File: config.mk
export PLATFORM = sky130hd
export DESIGN_NAME = go_to_pose_controller_flat
export DESIGN_NICKNAME = d
export VERILOG_FILES = /design/src/rtl/gtp_pkg.sv /design/src/rtl/gtp_if.sv /design/src/rtl/go_to_pose_controller.sv /design/src/rtl/gtp_mul.sv /design/src/rtl/gtp_cordic.sv /design/src/flat_wrapper.sv
export SDC_FILE = /design/constraint.sdc
export NUM_CORES = 2
export LEC_CHECK = 0
export BUFFER_PORTS_ARGS = -buffer_cell sky130_fd_sc_hd__buf_4
export CAP_MARGIN = 20
export CORE_MARGIN = 10
export CORE_UTILIZATION = 50
export CTS_CLUSTER_SIZE = 12
export DETAILED_ROUTE_END_ITERATION = 16
export PLACE_DENSITY = 0.69
export SETUP_SLACK_MARGIN = 0.02
export SLEW_MARGIN = 20
export SYNTH_ARGS = -nofsm -noshare
export SYNTH_HDL_FRONTEND = slang
export SYNTH_SLANG_ARGS = --single-unit
File: constraint.sdc
create_clock -name clk -period 18.6 [get_ports clk]
set_input_delay 2.79 -clock clk [delete_from_list [all_inputs] [get_ports clk]]
set_output_delay 2.79 -clock clk [all_outputs]
set_load 0.005 [all_outputs]
File: src/rtl/gtp_pkg.sv
package gtp_pkg;

	// field widths
	localparam int unsigned POS_W = 16;
	localparam int unsigned HDG_W = 15;
	localparam int unsigned VEL_W = 16;
	localparam int unsigned CFG_W = 15;
	localparam int unsigned IDX_W = 3;

	// shared multiplier operands and product
	localparam int unsigned MOP_W = 17;
	localparam int unsigned PRD_W = 34;

	// cordic datapath
	localparam int unsigned CXY_W = 34;
	localparam int unsigned CZ_W  = 28;
	localparam int unsigned ATAN_LEN = 24;
	localparam int unsigned ATAN_IDX_W = 5;
	localparam logic signed [CZ_W-1:0] ANG_PI_HALF = 28'sd26353589;

	typedef logic [1:0] mode_t;

	localparam mode_t MODE_FACE    = 2'd0;
	localparam mode_t MODE_DRIVE   = 2'd1;
	localparam mode_t MODE_ALIGN   = 2'd2;
	localparam mode_t MODE_ARRIVED = 2'd3;

	// register indexes
	localparam logic [IDX_W-1:0] REG_DIST_TOL  = 3'd0;
	localparam logic [IDX_W-1:0] REG_ANGLE_TOL = 3'd1;
	localparam logic [IDX_W-1:0] REG_FWD_GAIN  = 3'd2;
	localparam logic [IDX_W-1:0] REG_SLOW      = 3'd3;
	localparam logic [IDX_W-1:0] REG_TURN_GAIN = 3'd4;

	// register reset values
	localparam logic [14:0] RST_DIST_TOL  = 15'd205;
	localparam logic [13:0] RST_ANGLE_TOL = 14'd205;
	localparam logic [13:0] RST_FWD_GAIN  = 14'd1638;
	localparam logic [12:0] RST_SLOW      = 13'd410;
	localparam logic [13:0] RST_TURN_GAIN = 14'd4096;

	typedef struct packed {
		logic                    done;
		logic signed [VEL_W-1:0] bearing;
	} cord_res_t;

	// arctangent of 2^-i in Q.24 radians, rounded
	function automatic logic signed [CZ_W-1:0] atan_entry(input logic [ATAN_IDX_W-1:0] idx);
		logic signed [CZ_W-1:0] r;
		unique case (idx)
			5'd0:  r = 28'sd13176795;
			5'd1:  r = 28'sd7778716;
			5'd2:  r = 28'sd4110060;
			5'd3:  r = 28'sd2086331;
			5'd4:  r = 28'sd1047214;
			5'd5:  r = 28'sd524117;
			5'd6:  r = 28'sd262123;
			5'd7:  r = 28'sd131069;
			5'd8:  r = 28'sd65536;
			5'd9:  r = 28'sd32768;
			5'd10: r = 28'sd16384;
			5'd11: r = 28'sd8192;
			5'd12: r = 28'sd4096;
			5'd13: r = 28'sd2048;
			5'd14: r = 28'sd1024;
			5'd15: r = 28'sd512;
			5'd16: r = 28'sd256;
			5'd17: r = 28'sd128;
			5'd18: r = 28'sd64;
			5'd19: r = 28'sd32;
			5'd20: r = 28'sd16;
			5'd21: r = 28'sd8;
			5'd22: r = 28'sd4;
			5'd23: r = 28'sd2;
			default: r = '0;
		endcase
		return r;
	endfunction

	// Q.12 product back to Q3.12: round half up, saturate to 16 bits
	function automatic logic signed [VEL_W-1:0] round_sat(input logic signed [PRD_W-1:0] p);
		logic signed [PRD_W:0] s;
		logic signed [PRD_W-12:0] q;
		logic signed [VEL_W-1:0] r;
		s = (PRD_W+1)'(p) + 35'sd2048;
		q = s[PRD_W:12];
		if (q > 23'sd32767) begin
			r = 16'sh7fff;
		end else if (q < -23'sd32768) begin
			r = 16'sh8000;
		end else begin
			r = q[VEL_W-1:0];
		end
		return r;
	endfunction

endpackage

File: src/rtl/gtp_if.sv
interface gtp_in_if;
	logic                                 valid;
	logic                                 ready;
	logic signed [gtp_pkg::POS_W-1:0]     target_x;
	logic signed [gtp_pkg::POS_W-1:0]     target_y;
	logic signed [gtp_pkg::HDG_W-1:0]     target_heading;

	modport source (output valid, output target_x, output target_y,
		output target_heading, input ready);
	modport sink (input valid, input target_x, input target_y,
		input target_heading, output ready);
endinterface

interface gtp_out_if;
	logic                                 valid;
	logic                                 ready;
	logic signed [gtp_pkg::VEL_W-1:0]     linear_velocity;
	logic signed [gtp_pkg::VEL_W-1:0]     angular_velocity;
	gtp_pkg::mode_t                       drive_mode;
	logic                                 arrived;

	modport source (output valid, output linear_velocity, output angular_velocity,
		output drive_mode, output arrived, input ready);
	modport sink (input valid, input linear_velocity, input angular_velocity,
		input drive_mode, input arrived, output ready);
endinterface

File: src/rtl/go_to_pose_controller.sv
// channel    | dir | payload                                             | handshake
// in_ch      | in  | target_x, target_y, target_heading                  | valid/ready
// out_ch     | out | linear_velocity, angular_velocity, drive_mode, arr. | valid/ready
// cfg        | in  | cfg_index, cfg_data                                 | cfg_we only
//
// from accept: x squared, y squared, tolerance squared and the distance check; facing the
// target adds bearing search, first product, second product and second rounding; driving
// omits the second rounding; aligning skips the search; arrival goes straight to hand-off;
// the next transaction can be taken in the cycle after the load; in_ch.ready is high only
// while the sequencer idles; a finished result waits in the output register so the next
// transaction can be taken while it is held; out_ch.ready low stalls the sequencer only in
// its last step, when a new result must replace one still waiting
// arst_n clears the sequencer, the registers to their defaults and last_linear
module go_to_pose_controller #(
	parameter int unsigned CORDIC_STEPS = 16
) (
	input  logic                                clk,
	input  logic                                arst_n,
	gtp_in_if.sink                              in_ch,
	gtp_out_if.source                           out_ch,
	input  logic                                cfg_we,
	input  logic [gtp_pkg::IDX_W-1:0]           cfg_index,
	input  logic [gtp_pkg::CFG_W-1:0]           cfg_data
);

	// sequencer states
	localparam logic [3:0] ST_IDLE = 4'd0;
	localparam logic [3:0] ST_SQX  = 4'd1; // x squared
	localparam logic [3:0] ST_SQY  = 4'd2; // y squared
	localparam logic [3:0] ST_SQT  = 4'd3; // tolerance squared
	localparam logic [3:0] ST_CMP  = 4'd4; // distance check, pick branch
	localparam logic [3:0] ST_CORD = 4'd5; // bearing search
	localparam logic [3:0] ST_MA   = 4'd6; // first gain product
	localparam logic [3:0] ST_MB   = 4'd7; // second product, round first
	localparam logic [3:0] ST_MC   = 4'd8; // round second
	localparam logic [3:0] ST_DONE = 4'd9; // hand result to output register

	logic [3:0]                            state_q;

	// configuration registers
	logic [14:0]                           dist_tol_q;
	logic [13:0]                           angle_tol_q;
	logic [13:0]                           fwd_gain_q;
	logic [12:0]                           slow_q;
	logic [13:0]                           turn_gain_q;

	// item and working registers
	logic signed [gtp_pkg::POS_W-1:0]      x_q, y_q;
	logic signed [gtp_pkg::HDG_W-1:0]      h_q;
	logic [31:0]                           d2_q;
	logic signed [gtp_pkg::VEL_W-1:0]      b_q;
	logic signed [gtp_pkg::VEL_W-1:0]      lin_q, ang_q;
	gtp_pkg::mode_t                        mode_q;
	logic signed [gtp_pkg::VEL_W-1:0]      last_lin_q;

	// output register
	logic                                  ovalid_q;
	logic signed [gtp_pkg::VEL_W-1:0]      olin_q, oang_q;
	gtp_pkg::mode_t                        omode_q;
	logic                                  oarr_q;

	// shared multiplier
	logic signed [gtp_pkg::MOP_W-1:0]      mul_a, mul_b;
	logic signed [gtp_pkg::PRD_W-1:0]      prod_q;
	logic signed [gtp_pkg::VEL_W-1:0]      prod_rnd;

	// cordic
	logic                                  cord_start;
	gtp_pkg::cord_res_t                    cord_res;

	logic                                  in_take, out_take, out_load, far;
	logic signed [gtp_pkg::VEL_W-1:0]      h_ext;
	logic [gtp_pkg::VEL_W-1:0]             h_abs, b_abs;
	logic [gtp_pkg::VEL_W-1:0]             tol_ext;

	assign in_ch.ready = (state_q == ST_IDLE);
	assign in_take     = in_ch.valid && in_ch.ready;
	assign out_take    = out_ch.valid && out_ch.ready;
	assign out_load    = (state_q == ST_DONE) && (!ovalid_q || out_ch.ready);

	// exact squared distance against squared tolerance
	assign far        = d2_q > prod_q[31:0];
	assign cord_start = (state_q == ST_CMP) && far;

	assign h_ext    = gtp_pkg::VEL_W'(h_q);
	assign h_abs    = h_ext[gtp_pkg::VEL_W-1] ? 16'(-h_ext) : 16'(h_ext);
	assign b_abs    = cord_res.bearing[gtp_pkg::VEL_W-1] ? 16'(-cord_res.bearing)
		: 16'(cord_res.bearing);
	assign tol_ext  = {2'b00, angle_tol_q};
	assign prod_rnd = gtp_pkg::round_sat(prod_q);

	// multiplier operand select
	always_comb begin
		mul_a = '0;
		mul_b = '0;
		unique case (state_q)
			ST_SQX: begin
				mul_a = gtp_pkg::MOP_W'(x_q);
				mul_b = gtp_pkg::MOP_W'(x_q);
			end
			ST_SQY: begin
				mul_a = gtp_pkg::MOP_W'(y_q);
				mul_b = gtp_pkg::MOP_W'(y_q);
			end
			ST_SQT: begin
				mul_a = {2'b00, dist_tol_q};
				mul_b = {2'b00, dist_tol_q};
			end
			ST_MA: begin
				unique case (mode_q)
					gtp_pkg::MODE_FACE: begin
						mul_a = {4'b0000, slow_q};
						mul_b = gtp_pkg::MOP_W'(last_lin_q);
					end
					gtp_pkg::MODE_DRIVE: begin
						mul_a = {3'b000, fwd_gain_q};
						mul_b = gtp_pkg::MOP_W'(x_q);
					end
					gtp_pkg::MODE_ALIGN: begin
						mul_a = {3'b000, turn_gain_q};
						mul_b = gtp_pkg::MOP_W'(h_q);
					end
					default: begin
						mul_a = '0;
						mul_b = '0;
					end
				endcase
			end
			ST_MB: begin
				mul_a = {3'b000, turn_gain_q};
				mul_b = gtp_pkg::MOP_W'(b_q);
			end
			default: begin
				mul_a = '0;
				mul_b = '0;
			end
		endcase
	end

	gtp_mul u_mul (
		.clk (clk),
		.a   (mul_a),
		.b   (mul_b),
		.p_q (prod_q)
	);

	gtp_cordic #(
		.STEPS (CORDIC_STEPS)
	) u_cordic (
		.clk    (clk),
		.arst_n (arst_n),
		.start  (cord_start),
		.x0     (x_q),
		.y0     (y_q),
		.res    (cord_res)
	);

	// configuration writes, index beyond the list is ignored
	always_ff @(posedge clk or negedge arst_n) begin
		if (!arst_n) begin
			dist_tol_q  <= gtp_pkg::RST_DIST_TOL;
			angle_tol_q <= gtp_pkg::RST_ANGLE_TOL;
			fwd_gain_q  <= gtp_pkg::RST_FWD_GAIN;
			slow_q      <= gtp_pkg::RST_SLOW;
			turn_gain_q <= gtp_pkg::RST_TURN_GAIN;
		end else if (cfg_we) begin
			unique case (cfg_index)
				gtp_pkg::REG_DIST_TOL:  dist_tol_q  <= cfg_data[14:0];
				gtp_pkg::REG_ANGLE_TOL: angle_tol_q <= cfg_data[13:0];
				gtp_pkg::REG_FWD_GAIN:  fwd_gain_q  <= cfg_data[13:0];
				gtp_pkg::REG_SLOW:      slow_q      <= cfg_data[12:0];
				gtp_pkg::REG_TURN_GAIN: turn_gain_q <= cfg_data[13:0];
				default: ;
			endcase
		end
	end

	// control: sequencer, kept linear command, output valid
	always_ff @(posedge clk or negedge arst_n) begin
		if (!arst_n) begin
			state_q    <= ST_IDLE;
			last_lin_q <= '0;
			ovalid_q   <= 1'b0;
		end else begin
			if (out_load) begin
				ovalid_q   <= 1'b1;
				last_lin_q <= lin_q;
			end else if (out_take) begin
				ovalid_q <= 1'b0;
			end
			unique case (state_q)
				ST_IDLE: if (in_take) state_q <= ST_SQX;
				ST_SQX:  state_q <= ST_SQY;
				ST_SQY:  state_q <= ST_SQT;
				ST_SQT:  state_q <= ST_CMP;
				ST_CMP: begin
					if (far) begin
						state_q <= ST_CORD;
					end else if (h_abs > tol_ext) begin
						state_q <= ST_MA;
					end else begin
						state_q <= ST_DONE;
					end
				end
				ST_CORD: if (cord_res.done) state_q <= ST_MA;
				ST_MA:   state_q <= ST_MB;
				ST_MB:   state_q <= (mode_q == gtp_pkg::MODE_FACE) ? ST_MC : ST_DONE;
				ST_MC:   state_q <= ST_DONE;
				ST_DONE: if (out_load) state_q <= ST_IDLE;
				default: state_q <= ST_IDLE;
			endcase
		end
	end

	// datapath registers
	always_ff @(posedge clk) begin
		if (in_take) begin
			x_q <= in_ch.target_x;
			y_q <= in_ch.target_y;
			h_q <= in_ch.target_heading;
		end
		if (state_q == ST_SQY) begin
			d2_q <= prod_q[31:0];
		end
		if (state_q == ST_SQT) begin
			d2_q <= d2_q + prod_q[31:0];
		end
		if (state_q == ST_CMP) begin
			lin_q <= '0;
			ang_q <= '0;
			if (far) begin
				mode_q <= gtp_pkg::MODE_FACE;
			end else if (h_abs > tol_ext) begin
				mode_q <= gtp_pkg::MODE_ALIGN;
			end else begin
				mode_q <= gtp_pkg::MODE_ARRIVED;
			end
		end
		if ((state_q == ST_CORD) && cord_res.done) begin
			b_q <= cord_res.bearing;
			mode_q <= (b_abs > tol_ext) ? gtp_pkg::MODE_FACE : gtp_pkg::MODE_DRIVE;
		end
		if (state_q == ST_MB) begin
			if (mode_q == gtp_pkg::MODE_ALIGN) begin
				ang_q <= prod_rnd;
			end else begin
				lin_q <= prod_rnd;
			end
		end
		if (state_q == ST_MC) begin
			ang_q <= prod_rnd;
		end
		if (out_load) begin
			olin_q  <= lin_q;
			oang_q  <= ang_q;
			omode_q <= mode_q;
			oarr_q  <= (mode_q == gtp_pkg::MODE_ARRIVED);
		end
	end

	assign out_ch.valid            = ovalid_q;
	assign out_ch.linear_velocity  = olin_q;
	assign out_ch.angular_velocity = oang_q;
	assign out_ch.drive_mode       = omode_q;
	assign out_ch.arrived          = oarr_q;

`ifndef SYNTHESIS
	a_arrived_mode: assert property (@(posedge clk) disable iff (!arst_n)
		out_ch.valid |-> (out_ch.arrived == (out_ch.drive_mode == gtp_pkg::MODE_ARRIVED)))
		else $error("arrived flag disagrees with drive mode");
	a_stop_linear: assert property (@(posedge clk) disable iff (!arst_n)
		out_ch.valid && (out_ch.drive_mode == gtp_pkg::MODE_ALIGN
		|| out_ch.drive_mode == gtp_pkg::MODE_ARRIVED) |-> (out_ch.linear_velocity == 0))
		else $error("linear command while within distance");
	a_drive_no_turn: assert property (@(posedge clk) disable iff (!arst_n)
		out_ch.valid && (out_ch.drive_mode == gtp_pkg::MODE_DRIVE)
		|-> (out_ch.angular_velocity == 0))
		else $error("turn command while driving forward");
	a_cord_in_search: assert property (@(posedge clk) disable iff (!arst_n)
		cord_res.done |-> (state_q == ST_CORD))
		else $error("bearing finished outside the search step");
	a_busy_after_take: assert property (@(posedge clk) disable iff (!arst_n)
		in_take |=> !in_ch.ready)
		else $error("new transaction taken while one is in work");
`endif

endmodule

File: src/rtl/gtp_mul.sv
module gtp_mul (
	input  logic                                  clk,
	input  logic signed [gtp_pkg::MOP_W-1:0]      a,
	input  logic signed [gtp_pkg::MOP_W-1:0]      b,
	output logic signed [gtp_pkg::PRD_W-1:0]      p_q
);

	// registered 17x17 signed product
	always_ff @(posedge clk) begin
		p_q <= a * b;
	end

endmodule

File: src/rtl/gtp_cordic.sv
module gtp_cordic #(
	parameter int unsigned STEPS = 16
) (
	input  logic                              clk,
	input  logic                              arst_n,
	input  logic                              start,
	input  logic signed [gtp_pkg::POS_W-1:0]  x0,
	input  logic signed [gtp_pkg::POS_W-1:0]  y0,
	output gtp_pkg::cord_res_t                res
);

	localparam int unsigned CW = (STEPS > 1) ? $clog2(STEPS) : 1;

	logic                                 busy_q;
	logic                                 done_q;
	logic [CW-1:0]                        cnt_q;
	logic signed [gtp_pkg::CXY_W-1:0]     x_q, y_q;
	logic signed [gtp_pkg::CZ_W-1:0]      z_q;
	logic signed [gtp_pkg::CXY_W-1:0]     xs, ys, dx, dy;
	logic signed [gtp_pkg::CZ_W-1:0]      zr, atan_v;
	logic                                 last;

	// operands scaled by 2^14
	assign xs = {{4{x0[gtp_pkg::POS_W-1]}}, x0, 14'b0};
	assign ys = {{4{y0[gtp_pkg::POS_W-1]}}, y0, 14'b0};

	assign dx     = y_q >>> cnt_q;
	assign dy     = x_q >>> cnt_q;
	assign atan_v = gtp_pkg::atan_entry(gtp_pkg::ATAN_IDX_W'(cnt_q));
	assign last   = (cnt_q == CW'(STEPS - 1));

	always_ff @(posedge clk or negedge arst_n) begin
		if (!arst_n) begin
			busy_q <= 1'b0;
			done_q <= 1'b0;
			cnt_q  <= '0;
		end else begin
			done_q <= busy_q && last;
			if (start) begin
				busy_q <= 1'b1;
				cnt_q  <= '0;
			end else if (busy_q) begin
				cnt_q <= cnt_q + 1'b1;
				if (last) begin
					busy_q <= 1'b0;
				end
			end
		end
	end

	// quarter-turn pre-rotation for the left half plane, then vectoring steps
	always_ff @(posedge clk) begin
		if (start) begin
			if (x0 < 0) begin
				if (y0 >= 0) begin
					x_q <= ys;
					y_q <= -xs;
					z_q <= gtp_pkg::ANG_PI_HALF;
				end else begin
					x_q <= -ys;
					y_q <= xs;
					z_q <= -gtp_pkg::ANG_PI_HALF;
				end
			end else begin
				x_q <= xs;
				y_q <= ys;
				z_q <= '0;
			end
		end else if (busy_q) begin
			if (y_q > 0) begin
				x_q <= x_q + dx;
				y_q <= y_q - dy;
				z_q <= z_q + atan_v;
			end else begin
				x_q <= x_q - dx;
				y_q <= y_q + dy;
				z_q <= z_q - atan_v;
			end
		end
	end

	assign zr          = z_q + 28'sd2048;
	assign res.done    = done_q;
	assign res.bearing = zr[gtp_pkg::CZ_W-1:12];

`ifndef SYNTHESIS
	a_done_after_busy: assert property (@(posedge clk) disable iff (!arst_n)
		done_q |-> $past(busy_q))
		else $error("cordic done without a running pass");
	a_no_restart: assert property (@(posedge clk) disable iff (!arst_n)
		busy_q && !last |=> busy_q)
		else $error("cordic pass ended early");
	a_done_pulse: assert property (@(posedge clk) disable iff (!arst_n)
		done_q |=> !done_q)
		else $error("cordic done held more than one cycle");
`endif

endmodule
File: src/flat_wrapper.sv
// flat-port wrapper written by rule: the top's interface ports become plain ports
module go_to_pose_controller_flat 
#(
	parameter int unsigned CORDIC_STEPS = 16
)
  (clk, arst_n, cfg_we, cfg_index, cfg_data, in_ch_valid, in_ch_target_x, in_ch_target_y, in_ch_target_heading, in_ch_ready, out_ch_valid, out_ch_linear_velocity, out_ch_angular_velocity, out_ch_drive_mode, out_ch_arrived, out_ch_ready);
  gtp_in_if in_ch_i ();
  gtp_out_if out_ch_i ();
  input  logic clk;
  input  logic arst_n;
  input  logic cfg_we;
  input  logic [gtp_pkg::IDX_W-1:0] cfg_index;
  input  logic [gtp_pkg::CFG_W-1:0] cfg_data;
  input wire logic [$bits(in_ch_i.valid)-1:0] in_ch_valid;
  input wire logic [$bits(in_ch_i.target_x)-1:0] in_ch_target_x;
  input wire logic [$bits(in_ch_i.target_y)-1:0] in_ch_target_y;
  input wire logic [$bits(in_ch_i.target_heading)-1:0] in_ch_target_heading;
  output wire logic [$bits(in_ch_i.ready)-1:0] in_ch_ready;
  output wire logic [$bits(out_ch_i.valid)-1:0] out_ch_valid;
  output wire logic [$bits(out_ch_i.linear_velocity)-1:0] out_ch_linear_velocity;
  output wire logic [$bits(out_ch_i.angular_velocity)-1:0] out_ch_angular_velocity;
  output wire logic [$bits(out_ch_i.drive_mode)-1:0] out_ch_drive_mode;
  output wire logic [$bits(out_ch_i.arrived)-1:0] out_ch_arrived;
  input wire logic [$bits(out_ch_i.ready)-1:0] out_ch_ready;
  assign in_ch_i.valid = in_ch_valid;
  assign in_ch_i.target_x = in_ch_target_x;
  assign in_ch_i.target_y = in_ch_target_y;
  assign in_ch_i.target_heading = in_ch_target_heading;
  assign in_ch_ready = in_ch_i.ready;
  assign out_ch_valid = out_ch_i.valid;
  assign out_ch_linear_velocity = out_ch_i.linear_velocity;
  assign out_ch_angular_velocity = out_ch_i.angular_velocity;
  assign out_ch_drive_mode = out_ch_i.drive_mode;
  assign out_ch_arrived = out_ch_i.arrived;
  assign out_ch_i.ready = out_ch_ready;
  go_to_pose_controller #(.CORDIC_STEPS(CORDIC_STEPS)) u_core (.clk(clk), .arst_n(arst_n), .in_ch(in_ch_i), .out_ch(out_ch_i), .cfg_we(cfg_we), .cfg_index(cfg_index), .cfg_data(cfg_data));
endmodule
==> impl_metrics.sql <==
INSERT INTO impl_metrics (metric_group, metric, value, unit) VALUES
('run_status', 'run_status', 'finished, final reports clean', ''),
('worst_setup_path', 'critical_path.max_fanout', '22', ''),
('worst_setup_path', 'crit_type', 'flip-flop to flip-flop', ''),
('place', 'dpl.cell_count', '5390', ''),
('global_routing', 'grt_pass1_wl', '186000', 'um'),
('clocking', 'cts_tree', 'built', ''),
('global_routing', 'globalRoute.totalOverflow', '0', ''),
('detailed_routing', 'drt_first_pass_iters', '6', ''),
('clocking', 'cts_buffers', '46', ''),
('timing', 'worstMarginPinSlew', '1160', 'ps'),
('min_path', 'min-delay-start', 'u_core.ang_q[10]', ''),
('timing', 'setup_repair_after_global_routing_missed_its_margin', 'false', ''),
('worst_setup_path', 'worst_path_max_delay_cell', 'nor2b_1', ''),
('die', 'dieHeight', '305', 'um'),
('clocking', 'clk_latency', '620', 'ps'),
('yosys', 'post_synth_num_cell_types', '106', ''),
('timing', 'final_period_minus_worst_setup_slack', '9090', 'ps'),
('worst_setup_path', 'start_kind', 'flip-flop', ''),
('yosys', 'post_synthesis_net_count', '5000', ''),
('run', 'cap_violations', '0', ''),
('yosys', 'count_of_warnings_emitted_by_yosys', '0', ''),
('place', 'post_place_setup_slack', '9710', 'ps'),
('clocking', 'clock_sinks', '391', ''),
('global_routing', 'groute.usage.overall', '24.8', '%'),
('worst_setup_path', 'length_in_cells_of_the_worst_reg_to_reg_path', '25', ''),
('yosys', 'yosysSeqAreaShare', '26.2', '%'),
('worst_setup_path', 'setup.worst_path.start', 'u_core.mode_q[1]', ''),
('finish', 'finish.cell_count_without_fillers', '5477', ''),
('clocking', 'clkSlewWorstSetupHoldPaths', '60', 'ps'),
('timing', 'timing.fmax', '0.110', 'GHz'),
('die', 'fp.dieArea', '92900', 'sq um'),
('timing', 'timing.slew.headroom', '22.8', '%'),
('worst_setup_path', 'crit_end_category', 'flip-flop', ''),
('timing', 'finalSetupViolCount', '0', ''),
('die', 'initial_utilization', '50.4', '%'),
('clocking', 'root_buffer', 'clkbuf_16', ''),
('finish', 'multiInputGateArea', '27400', 'sq um'),
('detailed_routing', 'wl_met1', '51200', 'um'),
('worst_setup_path', 'rr_endpoint', 'u_core.u_mul.p_q[33]', ''),
('finish', 'n_antenna_cell', '0', ''),
('die', 'fp-row-count', '104', ''),
('detailed_routing', 'detail_route.wl_per_cell', '21.6', 'um'),
('yosys', 'synth-seq-cells', '391', ''),
('die', 'design.core.area', '80400', 'sq um'),
('detailed_routing', 'dr_total_vias', '33100', ''),
('worst_setup_path', 'worst_path_most_repeated_cell', 'fa_1', ''),
('clocking', 'postCtsSetupRepairBufs', '0', ''),
('worst_setup_path', 'timing.critical_path.slowest_cell_delay', '1070', 'ps'),
('timing', 'count_of_endpoints_failing_hold_in_the_final_timing_report', '0', ''),
('clocking', 'cts_max_level', '2', ''),
('detailed_routing', 'route.met2.wl', '50800', 'um'),
('worst_setup_path', 'r2r_slack', '9510', 'ps'),
('clocking', 'post_cts.resized_instances', '0', ''),
('detailed_routing', 'routed_wl', '118000', 'um'),
('global_routing', 'initial_antenna_violation_count', '1', ''),
('yosys', 'synthArstFlopShare', '24.8', '%'),
('clocking', 'cts.hold.buffers_added', '0', ''),
('finish', 'area_delta_synth_final', '8.26', '%'),
('worst_setup_path', 'critical_path.reg2reg.startpoint', 'u_core.mode_q[1]', ''),
('timing', 'timing.final.ws_setup', '9510', 'ps'),
('timing', 'drv_slew', '0', ''),
('finish', 'filler_cell_count', '7180', ''),
('finish', 'layout.area.seq', '10600', 'sq um'),
('detailed_routing', 'route.antenna.remaining_nets', '0', ''),
('yosys', 'synth_edf_count', '228', ''),
('timing', 'post-route-period-util', '48.9', '%'),
('worst_setup_path', 'critical_path_required', '19070', 'ps'),
('global_routing', 'grt_max_degree', '71', ''),
('detailed_routing', 'met3WireLength', '11300', 'um'),
('place', 'dp_hpwl', '91300', 'um'),
('finish', 'post_route_cells_drive_above_1_share', '12.0', '%');
cell usage in the layout, fill, tap and decap left out, types with 77 or more instances in the layout:
cell      instances
buf_4           166
xnor2_1         187
a21oi_1         220
edfxtp_1        228
fa_1            290
xor2_1           93
o21ai_0         252
ha_1            287
nand2_1         388
mux2_2          103
inv_1           468
mux2i_1          77
nor2_1          417
metrics by stage:
stage	cell area (sq um)	util, %
2_1_floorplan	40600	-
3_3_place_gp	42400	52.7
3_5_place_dp	42400	52.7
4_1_cts	43900	54.6
5_1_grt	43900	54.6
6_report	43900	54.6
worst max-delay path: cells and delay by family (launching register included):
| kind | cells | cell delay [ps] |
|---|---|---|
| buffers and inverters | 3 | 340 |
| xor gates and xnor gates | 1 | 90 |
| DFF | 1 | 820 |
| adders and majority gates | 7 | 3000 |
| and+or+nand+nor | 7 | 2390 |
| AOI/OAI and AO/OA | 7 | 2300 |
area by class of cell:
class	count	share of cell area [%]
repair buffers	167	2.85
well taps	1060	3.02
multi-input cells	3300	62.5
clock inverters	23	0.527
flip-flops and latches	391	24.2
inverters	473	4.04
clock buffers	63	2.87
synth_stat cells, types with 28 or more instances:
| library cell | n | area share (%) |
|---|---|---|
| nand2_1 | 388 | 3.6 |
| nand4_1 | 37 | 0.57 |
| a221oi_1 | 33 | 0.71 |
| nor3_1 | 65 | 0.80 |
| o21ai_0 | 252 | 3.1 |
| nand3_1 | 52 | 0.64 |
| ha_1 | 287 | 8.9 |
| dfrtp_1 | 75 | 4.6 |
| clkbuf_1 | 140 | 1.3 |
| dfxtp_1 | 66 | 3.3 |
| o21bai_1 | 28 | 0.52 |
| mux2i_1 | 77 | 1.9 |
| nor2_1 | 418 | 3.9 |
| a21oi_1 | 221 | 2.7 |
| fa_1 | 290 | 14 |
| nor2b_1 | 34 | 0.52 |
| a31oi_1 | 71 | 1.1 |
| mux4_2 | 73 | 4.1 |
| nand2b_1 | 49 | 0.76 |
| edfxtp_1 | 228 | 17 |
| o211ai_1 | 43 | 0.80 |
| mux2_2 | 103 | 2.9 |
| xor2_1 | 93 | 2.0 |
| xnor2_1 | 188 | 4.1 |
| a21o_1 | 70 | 1.3 |
| or3_1 | 33 | 0.51 |
| and3_1 | 37 | 0.57 |
| inv_1 | 468 | 4.3 |
sequential cells by signal (all words and copies together) (netlist names), 28 cells and up:
name                 flops
u_core.d2_q             32
u_core.u_cordic.x_q     34
u_core.u_cordic.y_q     34
u_core.u_cordic.z_q     28
u_core.u_mul.p_q        34
routing by layer:
metal | GRT usage, % | up-vias
met2 | 37.3 | 1438
met4 | 9.74 | 2
met1 | 34.3 | 16200
li1 | - | 15200
met5 | 0 | -
met3 | 5.61 | 270
how the worst max path moves through the flow:
stage | end
after floorplan | u_core.u_mul.p_q[33]
after global placement | u_core.u_mul.p_q[33]
after detailed placement | u_core.u_mul.p_q[33]
after CTS | u_core.u_mul.p_q[33]
after global routing | u_core.u_mul.p_q[33]
final | u_core.u_mul.p_q[33]
logic make-up (layout without fill, tap and decap cells):
family	after synthesis	in the layout	share of synthesized area [%]
buffers and inverters	662	726	6.44
xor gates and xnor gates	282	282	6.11
DFF	391	391	26.2
AOI/OAI and AO/OA	948	948	15.0
adders and majority gates	577	577	23.2
and+or+nand+nor	1239	1239	14.2
muxes	254	254	8.87
Power is left out: the tool's default activity adds up to more than one toggle a clock period on the data nets, which glitch-free logic cannot reach.
